File: config.mk
export PLATFORM = sky130hd
export DESIGN_NAME = rsd_ram
export DESIGN_NICKNAME = d
export VERILOG_FILES = /design/src/sv/reservoir_sampler_with_deletes_top_macros.svh /design/src/sv/rsd_ram.sv
export SDC_FILE = /design/constraint.sdc
export NUM_CORES = 2
export LEC_CHECK = 0
export BUFFER_PORTS_ARGS = -buffer_cell sky130_fd_sc_hd__buf_2
export CAP_MARGIN = 20
export CORE_MARGIN = 4
export CORE_UTILIZATION = 23
export CTS_CLUSTER_SIZE = 24
export DETAILED_ROUTE_END_ITERATION = 8
export GPL_TIMING_DRIVEN = 0
export SLEW_MARGIN = 20
export SYNTH_ARGS = -nofsm -noshare
export SYNTH_HDL_FRONTEND = slang
export SYNTH_SLANG_ARGS = --single-unit
File: constraint.sdc
create_clock -name clock -period 3.4 [get_ports clock]
set_clock_uncertainty 0.1 [all_clocks]
set_input_delay 0.34 -clock clock [delete_from_list [all_inputs] [get_ports clock]]
set_output_delay 0.34 -clock clock [all_outputs]
set_load 0.02 [all_outputs]
File: src/sv/reservoir_sampler_with_deletes_top_macros.svh
// assertion macros for the reservoir sampler
`ifndef RESERVOIR_SAMPLER_WITH_DELETES_TOP_MACROS_SVH
`define RESERVOIR_SAMPLER_WITH_DELETES_TOP_MACROS_SVH
// property that holds each clock outside reset
`define RSD_ASSERT_ALWAYS(label, clk, rst, prop, msg) \
   label: assert property (@(posedge clk) disable iff (rst) (prop)) else $error(msg);
// implication checked each clock outside reset
`define RSD_ASSERT_IMPLY(label, clk, rst, ante, cons, msg) \
   label: assert property (@(posedge clk) disable iff (rst) (ante) |-> (cons)) else $error(msg);
`endif

File: src/sv/rsd_ram.sv
// generic ram with one write port and one registered read port
module rsd_ram #(
   parameter int WIDTH = 32,
   parameter int DEPTH = 64
) (
   input  logic                     clock,
   input  logic                     wr_en,
   input  logic [$clog2(DEPTH)-1:0] wr_addr,
   input  logic [WIDTH-1:0]         wr_data,
   input  logic [$clog2(DEPTH)-1:0] rd_addr,
   output logic [WIDTH-1:0]         rd_data
);
   logic [WIDTH-1:0] mem_ff [DEPTH];

   // write port and registered read
   always_ff @(posedge clock) begin
      if (wr_en) begin
         mem_ff[wr_addr] <= wr_data;
      end
      rd_data <= mem_ff[rd_addr];
   end
endmodule

Word-level counts from Yosys, hierarchy flattened
Memories as Yosys holds them, arrays and structs flattened. A register that Yosys moved wholly into a read port is not among the register bits.
Cells that the tools add are included.
{ "totals": {"ff_bits": 0, "latchBits": 0, "ramBits": 2048, "rom_bits": 0, "inputBits": 46, "out_inout_bits": 32, "wordCells": 3, "memories": 1} }
{ "mem_list": {"columns": ["name", "words", "width", "read_ports", "rd_clocked_by_memory_dff", "wr", "line", "rtl"], "rows": [
  ["mem_ff", 64, 32, 1, 1, 1, "rsd_ram.sv:13", "logic [WIDTH-1:0] mem_ff [DEPTH];"]
]} }
{ "classes": {"n_addsub": 0, "multipliers": 0, "div": 0, "magnitude_cmp": 0, "eq_ne": 0, "n_shift": 0, "mux": 2, "n_bitwise": 0, "reduce_logical": 0} }
{ "ops": {"columns": ["op", "count"], "rows": [
  ["1-bit 2-to-1 mux", 2]
]} }

Depth between registers and ports, before layout
{ "depth": {"word_depth": 2, "depth_mapped": 10, "ltp_nobuf": 5} }

Least setup slack after synthesis
OpenSTA, ideal clock, no wires.
{ "synth_timing": {"path_type": "input port to flip-flop", "from": "in wr_addr[3]", "to": "mem mem_ff[48][0] (enable)", "setup_ps": 461, "t_arrival_ps": 3039, "setup_slack_ps": -200, "path_stages": 4, "path_buffers": 1, "cell_sequence": "clkbuf_1 -> nor2b_1 -> nand4b_1 -> nor3_1"} }
{ "synth_lines": {"columns": ["item", "line", "rtl"], "rows": [
  ["start, declared", "rsd_ram.sv:8", "input logic [$clog2(DEPTH)-1:0] wr_addr,"],
  ["end, declared", "rsd_ram.sv:13", null]
]} }
No word-level cell before the write port.

==> flow_metrics.tcl <==
set metrics [dict create \
    rr_endpoint "rd_data[9]$_DFF_P_" \
    clock_sinks 2080 \
    fp.dieW_um 592.3 \
    clk_latency_ns 0.86 \
    fin_ws_ns -0.06807 \
    startpoint_type "input pin" \
    grt_max_degree 65 \
    first_iter_violations 5981 \
    grtUsageTotal_pct 13.47 \
    rsz0062_at_grt "no" \
    htree_levels 4 \
    status "finished, violations left" \
    areaGrowthSynthToFinish_pct 20.66 \
    coreArea_um2 339800 \
    worst-path-max-fanout 10 \
    dieArea_um2 350800 \
    peakVddDrop_uv 415.6 \
    wire_per_inst_um 28.76 \
    period_needed_ns 3.468 \
    clk_path_buf_depth 4 \
    ios 78 \
    routed_via_density 4.654 \
    endpoint_kind "register" \
    synthCells 3324 \
    layout_commonest_cell "edfxtp_1" \
    dr.pass1.iters 5 \
    port-buffer-count 69 \
    start_util_pct 23.11 \
    tns_ns -0.1510 \
    synth_cell_types 34 \
    tritoncts "done" \
    powerDensity_nw_per_um2 561.7 \
    final_cell_mix "edfxtp_1, mux4_2, clkbuf_16" \
    fin_cells 8451 \
    die_h_um 592.3 \
    drtAntennaViolNets 0 \
    rrSetupSlack_ns 0.55 \
    reg2reg_depth 4 \
    routed_wl_um 243100 \
    setup_viol_count_final 6 \
    syn_avg_cell_area_um2 23.62 \
    finalCoreUtilization_pct 27.88 \
    gp_congestion 0.8261 \
    grt_overflow_total 0 \
    yosysWarnings 0 \
    violations "negative setup slack" \
    syn_area_um2 78520 \
    relSlewSlack_pct 22.25 \
    total_power_w 0.05321 \
    drive_gt1_share_pct 31.42 \
    vias 39327 \
    ys_seq_area_share_pct 79.14 \
    hold_viol_final 0 \
    std_cell_rows 214 \
    crit_type "in2reg" \
    dpl-instance-area_um2 88120 \
    clock.fmax_mhz 288.3 \
    clockRootBuffer "clkbuf_16" \
    hpwl_um 160400 \
    crit_path_end "rd_data[11]$_DFF_P_" \
    final-max-slew-violation-count 0 \
    clk_pin_slew_ns 0.07 \
    tightest_slew_ns 1.166 \
    dp_cells 8059 \
    drc 0 \
    timing.final.crit_share_pct 102.0 \
    grt_pass1_wl_um 327200 \
    fin_nets 3796 \
    synth-seq-cells 2080 \
    p_leak_nw 28.66 \
    cap_violations 0 \
    numCtsBuffers 200 \
    crit_required_ns 3.96 \
    startpoint "rd_addr[1]" \
    grt_pass1_vias 38469 \
    synth_nets 3370 \
    grt_antenna_before_repair 36 \
    cp.arrival_ns 4.03 \
    reg2reg_from "mem_ff[31][9]$_DFFE_PP_" \
    design_area_um2 94740 \
    hp-class "in2reg" \
]
cell usage after synthesis (all sizes together):
library cell	number	area [um^2]
nand2	26	97.59
o22ai	84	525.5
clkbuf	74	277.8
a41o	4	40.04
dfxtp	32	640.6
edfxtp	2048	61500
nand4b	1	8.760
buf	108	608.1
nand3	5	25.02
nand3b	5	37.54
mux4	544	12250
a22oi	12	90.09
or3	3	18.77
or3b	5	43.80
nand4	2	12.51
mux2i	93	930.9
nor3	7	35.03
and2	2	12.51
nand2b	8	50.05
a21oi	62	310.3
or2	3	18.78
and3	4	25.02
nor2b	15	93.84
a311oi	8	70.07
a31oi	1	6.260
o32ai	4	35.03
nor2	137	514.2
o221ai	27	236.5
how the worst min path moves through the flow:
stage / to / depth (start not counted) / start / slack (ns)
floorplan: mem_ff[0][0]$_DFFE_PP_ / 0 / wr_data[0] / 0.34
global placement: rd_data[27] / 1 / rd_data[27]$_DFF_P_ / 0.66
detailed placement: rd_data[0] / 1 / rd_data[0]$_DFF_P_ / 0.66
CTS: mem_ff[62][16]$_DFFE_PP_ / 1 / wr_data[16] / 0.006
global route: mem_ff[47][18]$_DFFE_PP_ / 1 / wr_data[18] / 0.01
finish: mem_ff[47][18]$_DFFE_PP_ / 1 / wr_data[18] / 0.02
sequential cells by signal, indices dropped and copies added (netlist names):
register  flops
mem_ff     2048
rd_data      32
stage by stage:
step | setup slack, ns | hold WS [ns]
floorplan | 0.3081 | 0.3389
global placement | -2.400 | 0.6631
detailed placement | -1.533 | 0.6583
CTS | 0.01530 | 0.005852
global route | 0.0002620 | 0.01262
finish | -0.06807 | 0.01559
what timing repair did:
action	4_1_cts	5_1_grt
hold buffers	8	15
endpoints found under the setup margin	10	4
setup buffers	3	0
pin swaps	1	0
gates resized for setup	28	10
endpoints found under the hold margin	116	483
where the power goes:
part	switching (W)	total (W)	internal, W	leakage [nW]
Combinational	0.00214	0.00316	0.00102	6.94
Clock	0.00950	0.0216	0.0121	3.02
Sequential	0.0000766	0.0285	0.0284	18.7
Total	0.0117	0.0532	0.0415	28.7
critical path: stages:
cell	delay [ns]
buf_2	0.37
buf_2	0.31
clkdlybuf4s15_1	0.89
mux4_2	0.41
mux4_2	0.59
o22ai_1	0.76
nor2_1	0.33
kinds of logic (layout without fill, tap and decap cells):
kind of cell	count (synthesis)	after routing	share of synthesized area [%]
flops	2080	2080	79.14
mux	637	637	16.79
simple gates	223	223	1.265
compound gates	202	202	1.673
buf+inv	182	754	1.128
other cells	0	19	0
area by class of cell:
cell class              count  area, um^2
plain buffers             180       964.7
repair buffers            226        3716
clock inverters           105       964.7
well taps                4536        5675
multi-input cells        1062       16020
diodes                     19       47.55
flip-flops and latches   2080       62140
fillers                 32912      245000
clock buffers             243        5209
per-layer routing:
layer  global-route usage, %  wire length, um
met1                   16.84            87180
met2                   21.85           115600
met3                   3.205            25500
met4                   6.787            14750
met5                       0               84
No activity file was read; power rests on OpenSTA's default activity.
