<file path="config.mk">
export PLATFORM = sky130hd
export DESIGN_NAME = rsd_div
export DESIGN_NICKNAME = d
export VERILOG_FILES = /design/src/sv/reservoir_sampler_with_deletes_top_macros.svh /design/src/sv/rsd_pkg.sv /design/src/sv/rsd_div.sv
export SDC_FILE = /design/constraint.sdc
export NUM_CORES = 1
export LEC_CHECK = 0
export BUFFER_PORTS_ARGS = -buffer_cell sky130_fd_sc_hd__buf_2
export CORE_MARGIN = 10
export CORE_UTILIZATION = 30
export DETAILED_ROUTE_END_ITERATION = 10
export GPL_TIMING_DRIVEN = 0
export HOLD_SLACK_MARGIN = 0.03
export PLACE_DENSITY = 0.52
export RECOVER_POWER = 25
export SETUP_SLACK_MARGIN = 0.1
export SYNTH_ARGS = -nofsm -noshare
export SYNTH_HDL_FRONTEND = slang
export SYNTH_SLANG_ARGS = --single-unit
</file>
<file path="constraint.sdc">
create_clock -name clock -period 7.4 [get_ports clock]
set_clock_uncertainty 0.1 [all_clocks]
set_input_delay 0.74 -clock clock [delete_from_list [all_inputs] [get_ports clock]]
set_output_delay 0.74 -clock clock [all_outputs]
set_load 0.02 [all_outputs]
</file>
<file path="src/sv/reservoir_sampler_with_deletes_top_macros.svh">
// assertion macros for the reservoir sampler
`ifndef RESERVOIR_SAMPLER_WITH_DELETES_TOP_MACROS_SVH
`define RESERVOIR_SAMPLER_WITH_DELETES_TOP_MACROS_SVH
// property that holds each clock outside reset
`define RSD_ASSERT_ALWAYS(label, clk, rst, prop, msg) \
   label: assert property (@(posedge clk) disable iff (rst) (prop)) else $error(msg);
// implication checked each clock outside reset
`define RSD_ASSERT_IMPLY(label, clk, rst, ante, cons, msg) \
   label: assert property (@(posedge clk) disable iff (rst) (ante) |-> (cons)) else $error(msg);
`endif

</file>
<file path="src/sv/rsd_pkg.sv">
// shared types and codes of the reservoir sampler
package rsd_pkg;
   localparam logic [1:0] CMD_INSERT = 2'd0;
   localparam logic [1:0] CMD_ERASE  = 2'd1;
   localparam logic [1:0] CMD_CLEAR  = 2'd2;
   localparam logic [1:0] CMD_NONE   = 2'd3;

   localparam logic [3:0] OUT_TO_SAMPLE   = 4'd0;
   localparam logic [3:0] OUT_TO_RESERVE  = 4'd1;
   localparam logic [3:0] OUT_SWAPPED     = 4'd2;
   localparam logic [3:0] OUT_REFILLED    = 4'd3;
   localparam logic [3:0] OUT_UNREFILLED  = 4'd4;
   localparam logic [3:0] OUT_ERASED_RES  = 4'd5;
   localparam logic [3:0] OUT_NOT_FOUND   = 4'd6;
   localparam logic [3:0] OUT_FULL_DROP   = 4'd7;
   localparam logic [3:0] OUT_CLEARED     = 4'd8;

   // shared divider control
   typedef struct packed {
      logic        start;
      logic [31:0] dividend;
      logic [31:0] divisor;
   } div_req_type;

   typedef struct packed {
      logic        done;
      logic [31:0] remainder;
   } div_rsp_type;
endpackage

</file>
<file path="src/sv/rsd_div.sv">
// bit serial remainder unit, one quotient bit per cycle
module rsd_div (
   input  logic                      clock,
   input  logic                      reset,
   input  rsd_pkg::div_req_type      req,
   output rsd_pkg::div_rsp_type      rsp
);
   import rsd_pkg::*;

   logic [31:0] quo_ff, quo_in;
   logic [32:0] rem_ff, rem_in;
   logic [31:0] den_ff, den_in;
   logic [5:0]  cnt_ff, cnt_in;
   logic        busy_ff, busy_in;
   logic        done_ff, done_in;
   logic [32:0] shifted;

   // restoring step
   always_comb begin
      quo_in  = quo_ff;
      rem_in  = rem_ff;
      den_in  = den_ff;
      cnt_in  = cnt_ff;
      busy_in = busy_ff;
      done_in = 1'b0;
      shifted = {rem_ff[31:0], quo_ff[31]};
      if (req.start) begin
         quo_in  = req.dividend;
         rem_in  = '0;
         den_in  = req.divisor;
         cnt_in  = 6'd32;
         busy_in = 1'b1;
      end else if (busy_ff) begin
         quo_in = {quo_ff[30:0], 1'b0};
         if (shifted >= {1'b0, den_ff}) begin
            rem_in = shifted - {1'b0, den_ff};
         end else begin
            rem_in = shifted;
         end
         cnt_in = cnt_ff - 6'd1;
         if (cnt_ff == 6'd1) begin
            busy_in = 1'b0;
            done_in = 1'b1;
         end
      end
   end

   always_ff @(posedge clock) begin
      if (reset) begin
         busy_ff <= 1'b0;
         done_ff <= 1'b0;
         cnt_ff  <= '0;
      end else begin
         busy_ff <= busy_in;
         done_ff <= done_in;
         cnt_ff  <= cnt_in;
      end
      quo_ff <= quo_in;
      rem_ff <= rem_in;
      den_ff <= den_in;
   end

   assign rsp.done      = done_ff;
   assign rsp.remainder = rem_ff[31:0];
endmodule

</file>
After elaboration in Yosys (flattened, before gate mapping)
Cells that the tools add are included.
Word-level totals
  input port bits: 67
  output and inout bits: 33
  register bits after elaboration: 104
  word-level logic and storage cells: 24
Cells by class
  reductions and logical operators: 3
  mux-type cells: 9
  equal/unequal tests: 1
  $lt $le $gt $ge: 1
  bitwise gates (word level): 1
  add/subtract/negate cells: 2
Operators by type and width (number)
  2-to-1 mux 32 bit: 3
  >= comparator 33 x 32 -> 1 bit: 1
  subtractor 32 bit: 1
  2-to-1 mux 6 bit: 2
  == test 6 x 1 -> 1 bit, second input constant: 1
  subtractor 6 x 1 -> 6 bit, second input constant: 1
  2-to-1 mux 1 bit: 4
  OR reduction 3 bit: 1
  nonzero test 2 bit: 1
  OR reduction 2 bit: 1
  inverter 1 bit: 1

Longest topological paths before layout
Gate-level depths: netlist of run 1.
  word-level depth: 4
  gate-level depth with buffers: 13
  depth with buffers taken out: 12

Worst setup path before layout of run 1
OpenSTA, ideal clock, no wires.
  path kind: register to register
  start: register quo_ff[31]
  end: register rem_ff[24]
  buffers on the path: 0
  stages on the path, launching flop included: 13
  setup time: 0.091 ns
  data arrival time: 2.653 ns
  path slack: 4.556 ns
  clock period less this slack: 2.844 ns
  cell sequence: edfxtp_1 -> inv_1 -> ha_1 -> inv_1 -> fa_1 -> a21o_1 -> a221o_1 -> a31oi_1 -> nand3_1 -> o211ai_2 -> a21oi_1 -> a311o_1 -> a311oi_1
On the way
  word-level cells in the longest chain between the ends: 2
Ends and longest elaborated chain
  from (decl): RTL line rsd_div.sv:10  | logic [31:0] quo_ff, quo_in;
  from (signal assigned): RTL line rsd_div.sv:58  | quo_ff <= quo_in;
  subtractor 32 bit / >= comparator 33 x 32 -> 1 bit (equally long branches): RTL line rsd_div.sv:36, rsd_div.sv:35
  2-to-1 mux 32 bit (*): RTL line rsd_div.sv:35  | if (shifted >= {1'b0, den_ff}) begin
  to (signal assigned): RTL line rsd_div.sv:59  | rem_ff <= rem_in;
  to (decl): RTL line rsd_div.sv:11  | logic [32:0] rem_ff, rem_in;
Every way passes the cells marked *; elsewhere a longest branch is shown, timed or not.
A chain may end at the register's enable or synchronous reset.

Worst setup path in the final report of run 1
  start: input req[64] (netlist bit)
  end: register quo_ff[4] (enable)
On the way
  word-level cells in the longest chain between the ends: 1
Ends and longest elaborated chain
  from (decl): RTL line rsd_div.sv:5  | input rsd_pkg::div_req_type req,
  nonzero test 2 bit (no source line)
Every way passes these cells.

==> metrics.cfg, run 1 <==
[clock_tree]
cts_tree=built
clock-root-buffer=clkbuf_16
cts-htree-levels=3
clock_sinks=104
cts_resized=0
cts_setup_buffers=0
cts_buffers=9
hold_buffers=0
cts_buffer_depth=2
clkTransAtPathRegs_ns=0.07
clk-insertion-delay-late_ns=0.37

[flow_run]
maxCapViolations=1

[power]
switchingPower_w=0.000568
vdd.ir_drop.worst_uv=133
seqPwrFrac_pct=41.9
p_int_w=0.00111
clockPowerShare_pct=29.2
power.density_nw_per_um2=227
p_sw_share_pct=33.9
leakage_nw=3.11
combPwrFrac_pct=28.9
finalPower_w=0.00168

[critical_path]
path_class=input pin to flip-flop
required_ns=7.29
start_kind=input pin
end_kind=flip-flop
rrSetupSlack_ns=3.95
cp_max_fo=33
crit_arrival_ns=3.96

[global_routing]
grt_overflow=0
antenna_found_initial=1
grt_pass1_wl_mm=27.7
grt.total_usage_pct=13.0
grt_pass1_vias=5015
grt_max_degree=34

[timing]
setup_viol=0
worst_pin_slew_ns=1.96
fmax_mhz=246
slew_viol_final=34
totalNegativeSetupSlack_ns=0
max-slew-margin-rel_pct=-30.4
post-route-period-util_pct=54.9
hold_violations=0
fin_crit_ns=4.07
grt_setup_unrepaired=false
worst_hold_slack_ns=0.393

[place]
dpl_cell_area_um2=7080
port_buffers=99
numPlacedInstances=991
gp_congestion=0.881
dpl.hpwl_mm=13.0

[synth]
ys_warn_count=0
synthCells=622
ys_seq_area_share_pct=43.6
yosys.cell_types.count=73
ys.flop_type=edfxtp_1
ys_ff_latch=104
syn_nets=724
synth_edf_count=64
syn_area_um2=6250
async_flop_share_pct=0
avgSynthCellArea_um2=10.0

[detailed_routing]
drcViolationCount=0
wl_mm=17.3
via_per_inst=4.89
detail_route.wl_per_cell_um=17.1
vias=4929
drt-initial-drc-count=335
ant_nets=0
dr.pass1.iters=5

[floorplanning]
core_um2=20400
start_util_pct=30.7
dieArea_um2=27000
die_h_um=164
std_cell_rows=52
io_pins=100
die_x_um=164

[min_path]
hp-class=flip-flop to flip-flop

[final_layout]
fin_area_um2=7390
layout-drive-gt1-share_pct=25.4
filler_cell_count=2108
fin_cells=1007
layout_common_cells=107 x buf_2, 64 x edfxtp_1, 62 x nor2_1, 51 x nand2_1, 45 x inv_1
area.growth.synth_to_final_pct=18.2
num_antenna_cells=0
final_nets=834
layout_commonest_cell=buf_2

[run_status]
violations=max-capacitance violations, max-slew violations
status=finished with violations

power by group through the flow:
stage	sequential (W)	combinational [W]	clock (W)
final	0.000703	0.000484	0.000489
after global routing	0.000711	0.000539	0.000525
after CTS	0.000704	0.000488	0.000509
after detailed placement	0.000716	0.000485	0
after global placement	0.000716	0.000485	0
after floorplan	0.000729	0.000333	0
through the flow:
step                      worst slack, ns  utilization, %
after floorplan                      4.56               -
after global placement               3.63            34.8
after detailed placement             3.60            34.8
after CTS                            3.98            36.3
after global routing                 2.88            36.3
final                                3.33            36.3
path summary, 6_finish.rpt:
check                             to  cells after the start                   start
min           cnt_ff[0]$_SDFFE_PP0P_                      2  cnt_ff[0]$_SDFFE_PP0P_
max reg2reg  rem_ff[30]$_SDFFE_PP0P_                     12    quo_ff[31]$_DFFE_PP_
max              quo_ff[4]$_DFFE_PP_                      4                 req[64]
min reg2reg   cnt_ff[0]$_SDFFE_PP0P_                      2  cnt_ff[0]$_SDFFE_PP0P_
registers in the layout, summed over array words and instances (netlist names):
name     flops
den_ff      32
quo_ff      32
rem_ff      32
cnt_ff       6
busy_ff      1
done_ff      1
worst max-delay path, stage by stage:
cell	delay, ns
clkbuf_1	1.37
clkbuf_1	0.60
clkbuf_1	0.51
or2_2	0.71
cell families (layout without fill, tap and decap cells):
group / after synthesis / after routing / share of synthesized area, %
XOR/XNOR: 25 / 25 / 3.50
buffers and inverters: 78 / 193 / 5.34
multiplexers: 50 / 50 / 8.65
AO/OA/AOI/OAI: 153 / 153 / 18.1
adder cells (fa/ha/maj): 35 / 35 / 7.13
flip-flops: 104 / 104 / 43.6
AND/OR/NAND/NOR: 177 / 177 / 13.7
routing by layer:
metal | vias up | global-route usage [%] | wire, um
li1 | 2486 | - | -
met1 | 2303 | 17.6 | 8480
met2 | 125 | 19.2 | 7330
met3 | 13 | 4.63 | 1250
met4 | 2 | 3.33 | 182
met5 | - | 0 | 13
cells in the mapped netlist (all sizes together), types with 5 or more instances:
cell type / number / area, um2
ha: 34 / 425
a21o: 15 / 113
edfxtp: 64 / 1920
buf: 18 / 109
inv: 45 / 169
nor2b: 5 / 33.8
nand2: 53 / 204
mux2: 32 / 360
nor2: 63 / 244
clkbuf: 15 / 56.3
mux2i: 18 / 180
nand3: 10 / 50.1
nor3: 8 / 45.0
a211oi: 24 / 208
o21a: 6 / 46.3
nand2b: 5 / 31.3
a31oi: 5 / 31.3
a311oi: 13 / 145
xor2: 10 / 87.6
xnor2: 15 / 131
o21ai: 27 / 135
nand4: 7 / 50.1
dfxtp: 40 / 801
a21oi: 32 / 168
layout make-up:
class | count | area, um2 | share of cell area (%)
repair buffers | 99 | 494 | 6.69
inverters | 45 | 169 | 2.29
clock buffers | 9 | 225 | 3.05
well taps | 270 | 338 | 4.57
plain buffers | 33 | 165 | 2.24
flip-flops and latches | 104 | 2720 | 36.9
clock inverters | 7 | 78.8 | 1.07
multi-input cells | 440 | 3190 | 43.2
Note: power is estimated with default switching activity, not from simulation.
==> run 2, diff against run 1 <==
--- a/config.mk
+++ b/config.mk
@@ -5,13 +5,14 @@
 export SDC_FILE = /design/constraint.sdc
 export NUM_CORES = 1
 export LEC_CHECK = 0
+export ABC_AREA = 1
 export BUFFER_PORTS_ARGS = -buffer_cell sky130_fd_sc_hd__buf_2
 export CORE_MARGIN = 10
 export CORE_UTILIZATION = 30
 export DETAILED_ROUTE_END_ITERATION = 10
 export GPL_TIMING_DRIVEN = 0
 export HOLD_SLACK_MARGIN = 0.03
-export PLACE_DENSITY = 0.52
+export PLACE_DENSITY = 0.51
 export RECOVER_POWER = 25
 export SETUP_SLACK_MARGIN = 0.1
 export SYNTH_ARGS = -nofsm -noshare
==> constraint.sdc (replaced) <==
create_clock -name clock -period 3.9 [get_ports clock]
set_clock_uncertainty 0.1 [all_clocks]
set_input_delay 0.39 -clock clock [delete_from_list [all_inputs] [get_ports clock]]
set_output_delay 0.39 -clock clock [all_outputs]
set_load 0.02 [all_outputs]
==> metrics.cfg, run 2 <==
[synth]
synth_area_leaders=edfxtp_1 28%, nand2_1 22%, dfxtp_1 12%
syn_area_um2=6950  ; +11%
ys_warn_count=0  ; unchanged
synth_edf_count=64  ; unchanged
ys.flop_type=edfxtp_1
synthCells=1009  ; +62%
ys_seq_area_share_pct=39.2  ; -4.4 points
synth_top_area_share_pct=27.6  ; -3.1 points
async_flop_share_pct=0  ; unchanged
synth_top_area_cell=edfxtp_1
yosys.cell_types.count=38  ; -48%
ys_ff_latch=104  ; unchanged
synthTopCellsByCount=415 x nand2_1, 185 x inv_1, 76 x nand3_1
avgSynthCellArea_um2=6.89  ; -31%
synth.most_common_cell=nand2_1
syn_nets=1111  ; +53%

[clock_tree]
clk-insertion-delay-late_ns=0.37  ; about the same
cts_tree=built
cts_resized=0  ; unchanged
clock_sinks=104  ; unchanged
cts-htree-levels=3  ; unchanged
clock-root-buffer=clkbuf_16
cts_buffer_depth=2  ; unchanged
clkTransAtPathRegs_ns=0.09  ; +0.02 ns
cts_buffers=9  ; unchanged
cts_setup_buffers=0  ; unchanged
hold_buffers=0  ; unchanged

[final_layout]
utilization_pct=35.8  ; -0.47 points
seqCellArea_um2=2720  ; unchanged
filler_cell_count=2534  ; +20%
fin_area_um2=8130  ; +10%
final_nets=1221  ; +46%
layout_common_cells=415 x nand2_1, 185 x inv_1, 102 x buf_2, 76 x nand3_1, 64 x edfxtp_1
layout_commonest_cell=nand2_1
layout-drive-gt1-share_pct=14.3  ; -11 points
reg_top3=den_ff (32), quo_ff (32), rem_ff (32)
multiInputGateArea_um2=3370  ; +5.6%
area.growth.synth_to_final_pct=17.0

[floorplanning]
dieArea_um2=29700  ; +9.8%
core_um2=22700  ; +12%
io_pins=100  ; unchanged
die_h_um=172  ; +4.8%
start_util_pct=30.6  ; -0.078 points
die_x_um=172  ; +4.8%
std_cell_rows=55  ; +5.8%

[timing]
post-route-period-util_pct=71.4
fmax_mhz=359
slew_viol_final=0  ; -100%
grt_setup_unrepaired=false
hold_violations=0  ; unchanged
max-slew-margin-rel_pct=45.2  ; +76 points
fin_crit_ns=2.78
setup_viol=0  ; unchanged
worst_pin_slew_ns=0.822  ; -1.13 ns
totalNegativeSetupSlack_ns=0  ; unchanged

[global_routing]
grt_pass1_vias=6297  ; +26%
grt_pass1_wl_mm=32.6  ; +18%
grt.busiest_layer=met2
grt_overflow=0  ; unchanged
grtUsageMet3_pct=3.85  ; -0.78 points
grt_max_degree=42  ; +24%
grt.total_usage_pct=14.1  ; +1.1 points
antenna_found_initial=1  ; unchanged
grtUsageMet1_pct=17.7  ; +0.023 points
met2_usage_pct=23.5  ; +4.3 points

[detailed_routing]
drt-initial-drc-count=325  ; -3.0%
ant_nets=0  ; unchanged
dr.pass1.iters=5  ; unchanged
via_per_inst=4.45  ; -9.2%
drcViolationCount=0  ; unchanged
detail_route.wl_per_cell_um=14.7  ; -14%
vias=6268  ; +27%
wl_mm=20.7  ; +20%

[critical_path]
rrSetupSlack_ns=1.36  ; -2.59 ns
path_class=input pin to flip-flop
end_kind=flip-flop
crit_arrival_ns=2.57  ; -1.39 ns
r2r_cells=16  ; +4
start_kind=input pin
cp_max_fo=41  ; +24%
required_ns=3.69  ; -3.60 ns

[power]
leakage_nw=4.51  ; +45%
finalPower_w=0.00257  ; +54%
power.density_nw_per_um2=316  ; +40%
vdd.ir_drop.worst_uv=201  ; +51%

[min_path]
hp-class=input pin to flip-flop
hold_depth=1  ; -1

[place]
gp_congestion=0.894  ; +1.4%
dpl.hpwl_mm=16.3  ; +25%
port_buffers=99  ; unchanged
dpl_cell_area_um2=7810  ; +10%

[flow_run]
maxCapViolations=0  ; -1

[run_status]
status=finished clean

[run 2: report_power, final]
group | switching [W] | internal (W) | leakage [nW] | total [W]
combinational | 0.000201 | 0.000109 | 3.39 | 0.000310
clock | 0.000526 | 0.000472 | 0.156 | 0.000998
sequential | 0.0000206 | 0.00124 | 0.966 | 0.00127
[run 2: worst paths after layout]
check | from | endpoint
setup / recovery | req[64] | quo_ff[6]$_DFFE_PP_
hold / removal | req[15] | den_ff[15]$_DFFE_PP_
hold reg to reg | cnt_ff[5]$_SDFFE_PP0P_ | cnt_ff[5]$_SDFFE_PP0P_
setup reg to reg | quo_ff[31]$_DFFE_PP_ | rem_ff[28]$_SDFFE_PP0P_
[run 2: logic make-up after synthesis]
logic type | after synthesis | share of synthesized area (%)
and+or+nand+nor | 598 | 36.9
buffers and inverters | 214 | 12.3
adders and majority gates | 35 | 6.41
xor gates and xnor gates | 15 | 1.89
AOI/OAI and AO/OA | 43 | 3.37
DFF | 104 | 39.2
[run 2: per-stage QoR]
step	setup slack (ns)	cells	hold slack, ns
after floorplan	1.62	1009	0.348
after global placement	-0.191	1393	0.364
after detailed placement	0.611	1393	0.373
after CTS	1.03	1409	0.0718
after global routing	0.838	1409	0.0769
final	1.12	1410	0.0832
[run 2: worst max-delay path, cell delays in order]
cell	delay, ns
buf_2	0.37
clkbuf_1	0.35
nor2_1	0.61
clkinv_2	0.79
[run 2: routing by layer]
layer | up-vias | wire length, um
met3 | 19 | 1440
met5 | - | 0
met1 | 2770 | 9460
li1 | 3339 | -
met2 | 140 | 9520
met4 | 0 | 275
[run 2: final cells by class]
type / instances / share of cell area, %
antenna: 1 / 0.0308
buffer: 23 / 1.71
clock buffer: 9 / 2.77
clock inverter: 7 / 1.25
inverter: 191 / 8.83
multi-input combinational: 691 / 41.5
sequential: 104 / 33.5
tap: 285 / 4.39
timing repair buffer: 99 / 6.05
==> run 3, diff against run 2 <==
--- a/config.mk
+++ b/config.mk
@@ -5,14 +5,14 @@
 export SDC_FILE = /design/constraint.sdc
 export NUM_CORES = 1
 export LEC_CHECK = 0
-export ABC_AREA = 1
+export ABC_AREA = 0
 export BUFFER_PORTS_ARGS = -buffer_cell sky130_fd_sc_hd__buf_2
 export CORE_MARGIN = 10
 export CORE_UTILIZATION = 30
 export DETAILED_ROUTE_END_ITERATION = 10
 export GPL_TIMING_DRIVEN = 0
 export HOLD_SLACK_MARGIN = 0.03
-export PLACE_DENSITY = 0.51
+export PLACE_DENSITY = 0.53
 export RECOVER_POWER = 25
 export SETUP_SLACK_MARGIN = 0.1
 export SYNTH_ARGS = -nofsm -noshare
==> constraint.sdc (replaced) <==
create_clock -name clock -period 2.52 [get_ports clock]
set_clock_uncertainty 0.1 [all_clocks]
set_input_delay 0.252 -clock clock [delete_from_list [all_inputs] [get_ports clock]]
set_output_delay 0.252 -clock clock [all_outputs]
set_load 0.02 [all_outputs]
==> metrics.cfg, run 3 (same netlist as run 1, synthesis figures left out) <==
[run_status]
status=finished with violations
violations=negative setup slack

[detailed_routing]
detail_route.wl_per_cell_um=17.3  ; +18%
ant_nets=0  ; unchanged
via_per_inst=4.95  ; +11%
drcViolationCount=0  ; unchanged
wl_mm=18.9  ; -8.7%
drt-initial-drc-count=319  ; -1.8%
dr.pass1.iters=5  ; unchanged
vias=5415  ; -14%

[power]
finalPower_w=0.00570  ; +120%
vdd.ir_drop.worst_uv=342  ; +70%
power.density_nw_per_um2=632  ; +100%
leakage_nw=3.68  ; -18%

[critical_path]
cpPeakStageDelay_ns=0.40  ; -0.39 ns
path_cells=inv_2 > ha_4 > inv_2 > fa_2 > a21o_1 > a221o_1 > a31oi_1 > nand3_2 > o211ai_2 > a21oi_1 > a311o_1 > a311oi_1
r2r-end=rem_ff[24]$_SDFFE_PP0P_
start_kind=flip-flop
rrSetupSlack_ns=-0.42  ; -1.78 ns
crit_arrival_ns=3.11  ; +0.54 ns
required_ns=2.69  ; -1.00 ns
startpoint=quo_ff[31]$_DFFE_PP_
end_kind=flip-flop
crit_top_cell=inv_2
reg2reg_from=quo_ff[31]$_DFFE_PP_
path_class=flip-flop to flip-flop
r2r_cells=12  ; -4
crit_slowest_cell=edfxtp_1
cp_max_fo=4  ; -90%

[floorplanning]
core_um2=20400  ; -10%
io_pins=100  ; unchanged
std_cell_rows=52  ; -5.5%
die_h_um=164  ; -4.6%
die_x_um=164  ; -4.6%
start_util_pct=30.7  ; +0.078 points
dieArea_um2=27000  ; -8.9%

[global_routing]
grt_pass1_wl_mm=29.8  ; -8.5%
grt_max_degree=34  ; -19%
antenna_found_initial=2  ; +1
grt_overflow=0  ; unchanged
grt_pass1_vias=5448  ; -13%
grt.total_usage_pct=14.0  ; -0.11 points

[final_layout]
layout_commonest_cell=buf_2
fin_area_um2=9020  ; +11%
seqCellArea_um2=2760  ; +1.3%
filler_cell_count=1961  ; -23%
final_nets=920  ; -25%
area.growth.synth_to_final_pct=44.3
multiInputGateArea_um2=3820  ; +13%
layout_common_cells=100 x buf_2, 64 x edfxtp_1, 61 x nor2_1, 43 x nand2_1, 37 x buf_4
reg_top3=den_ff (32), quo_ff (32), rem_ff (32)
layout-drive-gt1-share_pct=40.9  ; +27 points

[clock_tree]
cts_tree=built
cts-htree-levels=3  ; unchanged
clock-root-buffer=clkbuf_16
clkTransAtPathRegs_ns=0.09  ; about the same
cts_buffers=9  ; unchanged
cts_buffer_depth=2  ; unchanged
clk-insertion-delay-late_ns=0.37  ; about the same
clock_sinks=104  ; unchanged

[timing]
setup_viol=32  ; +32
post-route-period-util_pct=117
setup_slack_ns=-0.420  ; -1.54 ns
grt_setup_unrepaired=true
hold_violations=0  ; unchanged
worst_pin_slew_ns=0.938  ; +0.116 ns
fin_crit_ns=2.94
max-slew-margin-rel_pct=37.5  ; -7.7 points
fmax_mhz=340
slew_viol_final=0  ; unchanged

[place]
port_buffers=99  ; unchanged
gp_congestion=0.805  ; -9.9%
dpl.hpwl_mm=13.1  ; -20%
dpl_cell_area_um2=7340  ; -5.9%

[min_path]
min_from=req[32]
hp-class=input pin to flip-flop
whs_endpoint=quo_ff[0]$_SDFFCE_PN0P_
hold_depth=2  ; +1

[flow_run]
maxCapViolations=0  ; unchanged

## run 3: cell count changes in the layout (fill, tap and decap cells not counted), moves of 18 or more
cell / before / now
buf_4: 2 / 37
dfxtp_1: 40 / 22
dlygate4sd3_1: 0 / 33
ha_1: 34 / 15
inv_1: 185 / 36
mux2_2: 0 / 31
nand2_1: 415 / 43
nand3_1: 76 / 5
nor2_1: 43 / 61
## run 3: worst max path at each step
stage | to | slack, ns | cells past startpoint
after global routing | rem_ff[30]$_SDFFE_PP0P_ | -0.58 | 15
after floorplan | rem_ff[26]$_SDFFE_PP0P_ | -0.17 | 12
final | rem_ff[24]$_SDFFE_PP0P_ | -0.42 | 12
after global placement | quo_ff[22]$_DFFE_PP_ | -0.80 | 4
after CTS | rem_ff[24]$_SDFFE_PP0P_ | -0.41 | 12
after detailed placement | quo_ff[16]$_DFFE_PP_ | -0.77 | 4
## run 3: final cells by class
| cell class | instances | share of cell area [%] |
|---|---|---|
| Clock buffer | 9 | 2.50 |
| Multi-Input combinational cell | 440 | 42.3 |
| Clock inverter | 7 | 1.10 |
| Inverter | 45 | 1.87 |
| Antenna cell | 1 | 0.0278 |
| Timing Repair Buffer | 185 | 15.1 |
| Tap cell | 270 | 3.75 |
| Sequential cell | 104 | 30.6 |
| Buffer | 33 | 2.76 |
## run 3: worst max-delay path, delay by kind of cell (launching register included)
kind	cells	cell delay [ns]
compound gates	7	1.58
simple gates	1	0.17
flops	1	0.40
buf+inv	2	0.12
fa+ha+maj	2	0.46
## run 3: through the flow
step	TNS [ns]	instances	utilization, %	hold slack (ns)	setup WS, ns
CTS	-7.19	1079	42.5	0.0444	-0.405
floorplan	-0.727	622	-	0.224	-0.172
global route	-21.80	1094	44.3	0.0443	-0.584
detailed placement	-43.12	991	36.1	0.330	-0.768
finish	-10.30	1094	44.3	0.0643	-0.420
global placement	-44.63	991	36.1	0.329	-0.797
## run 3: report_power, final
part           internal [W]  switching [W]  leakage [nW]
clock network      0.000737       0.000790         0.157
logic               0.00100        0.00108          2.55
registers           0.00198       0.000103         0.973
total               0.00372        0.00198          3.68
## run 3: repair_timing
action	in CTS	in global routing
pin swaps	39	43
resized for setup	79	48
hold buffers	33	0
cloned	1	1
endpoints found under the hold margin	34	0
setup endpoints to repair	64	64
buffers inserted	38	14
## run 3: metal layers
metal	up-vias	part of all wire, %	track usage [%]
li1	2673	-	-
met1	2588	48	18.6
met2	132	44	21.3
met3	22	6.0	3.98
met4	0	1.9	4.87
met5	-	0	0
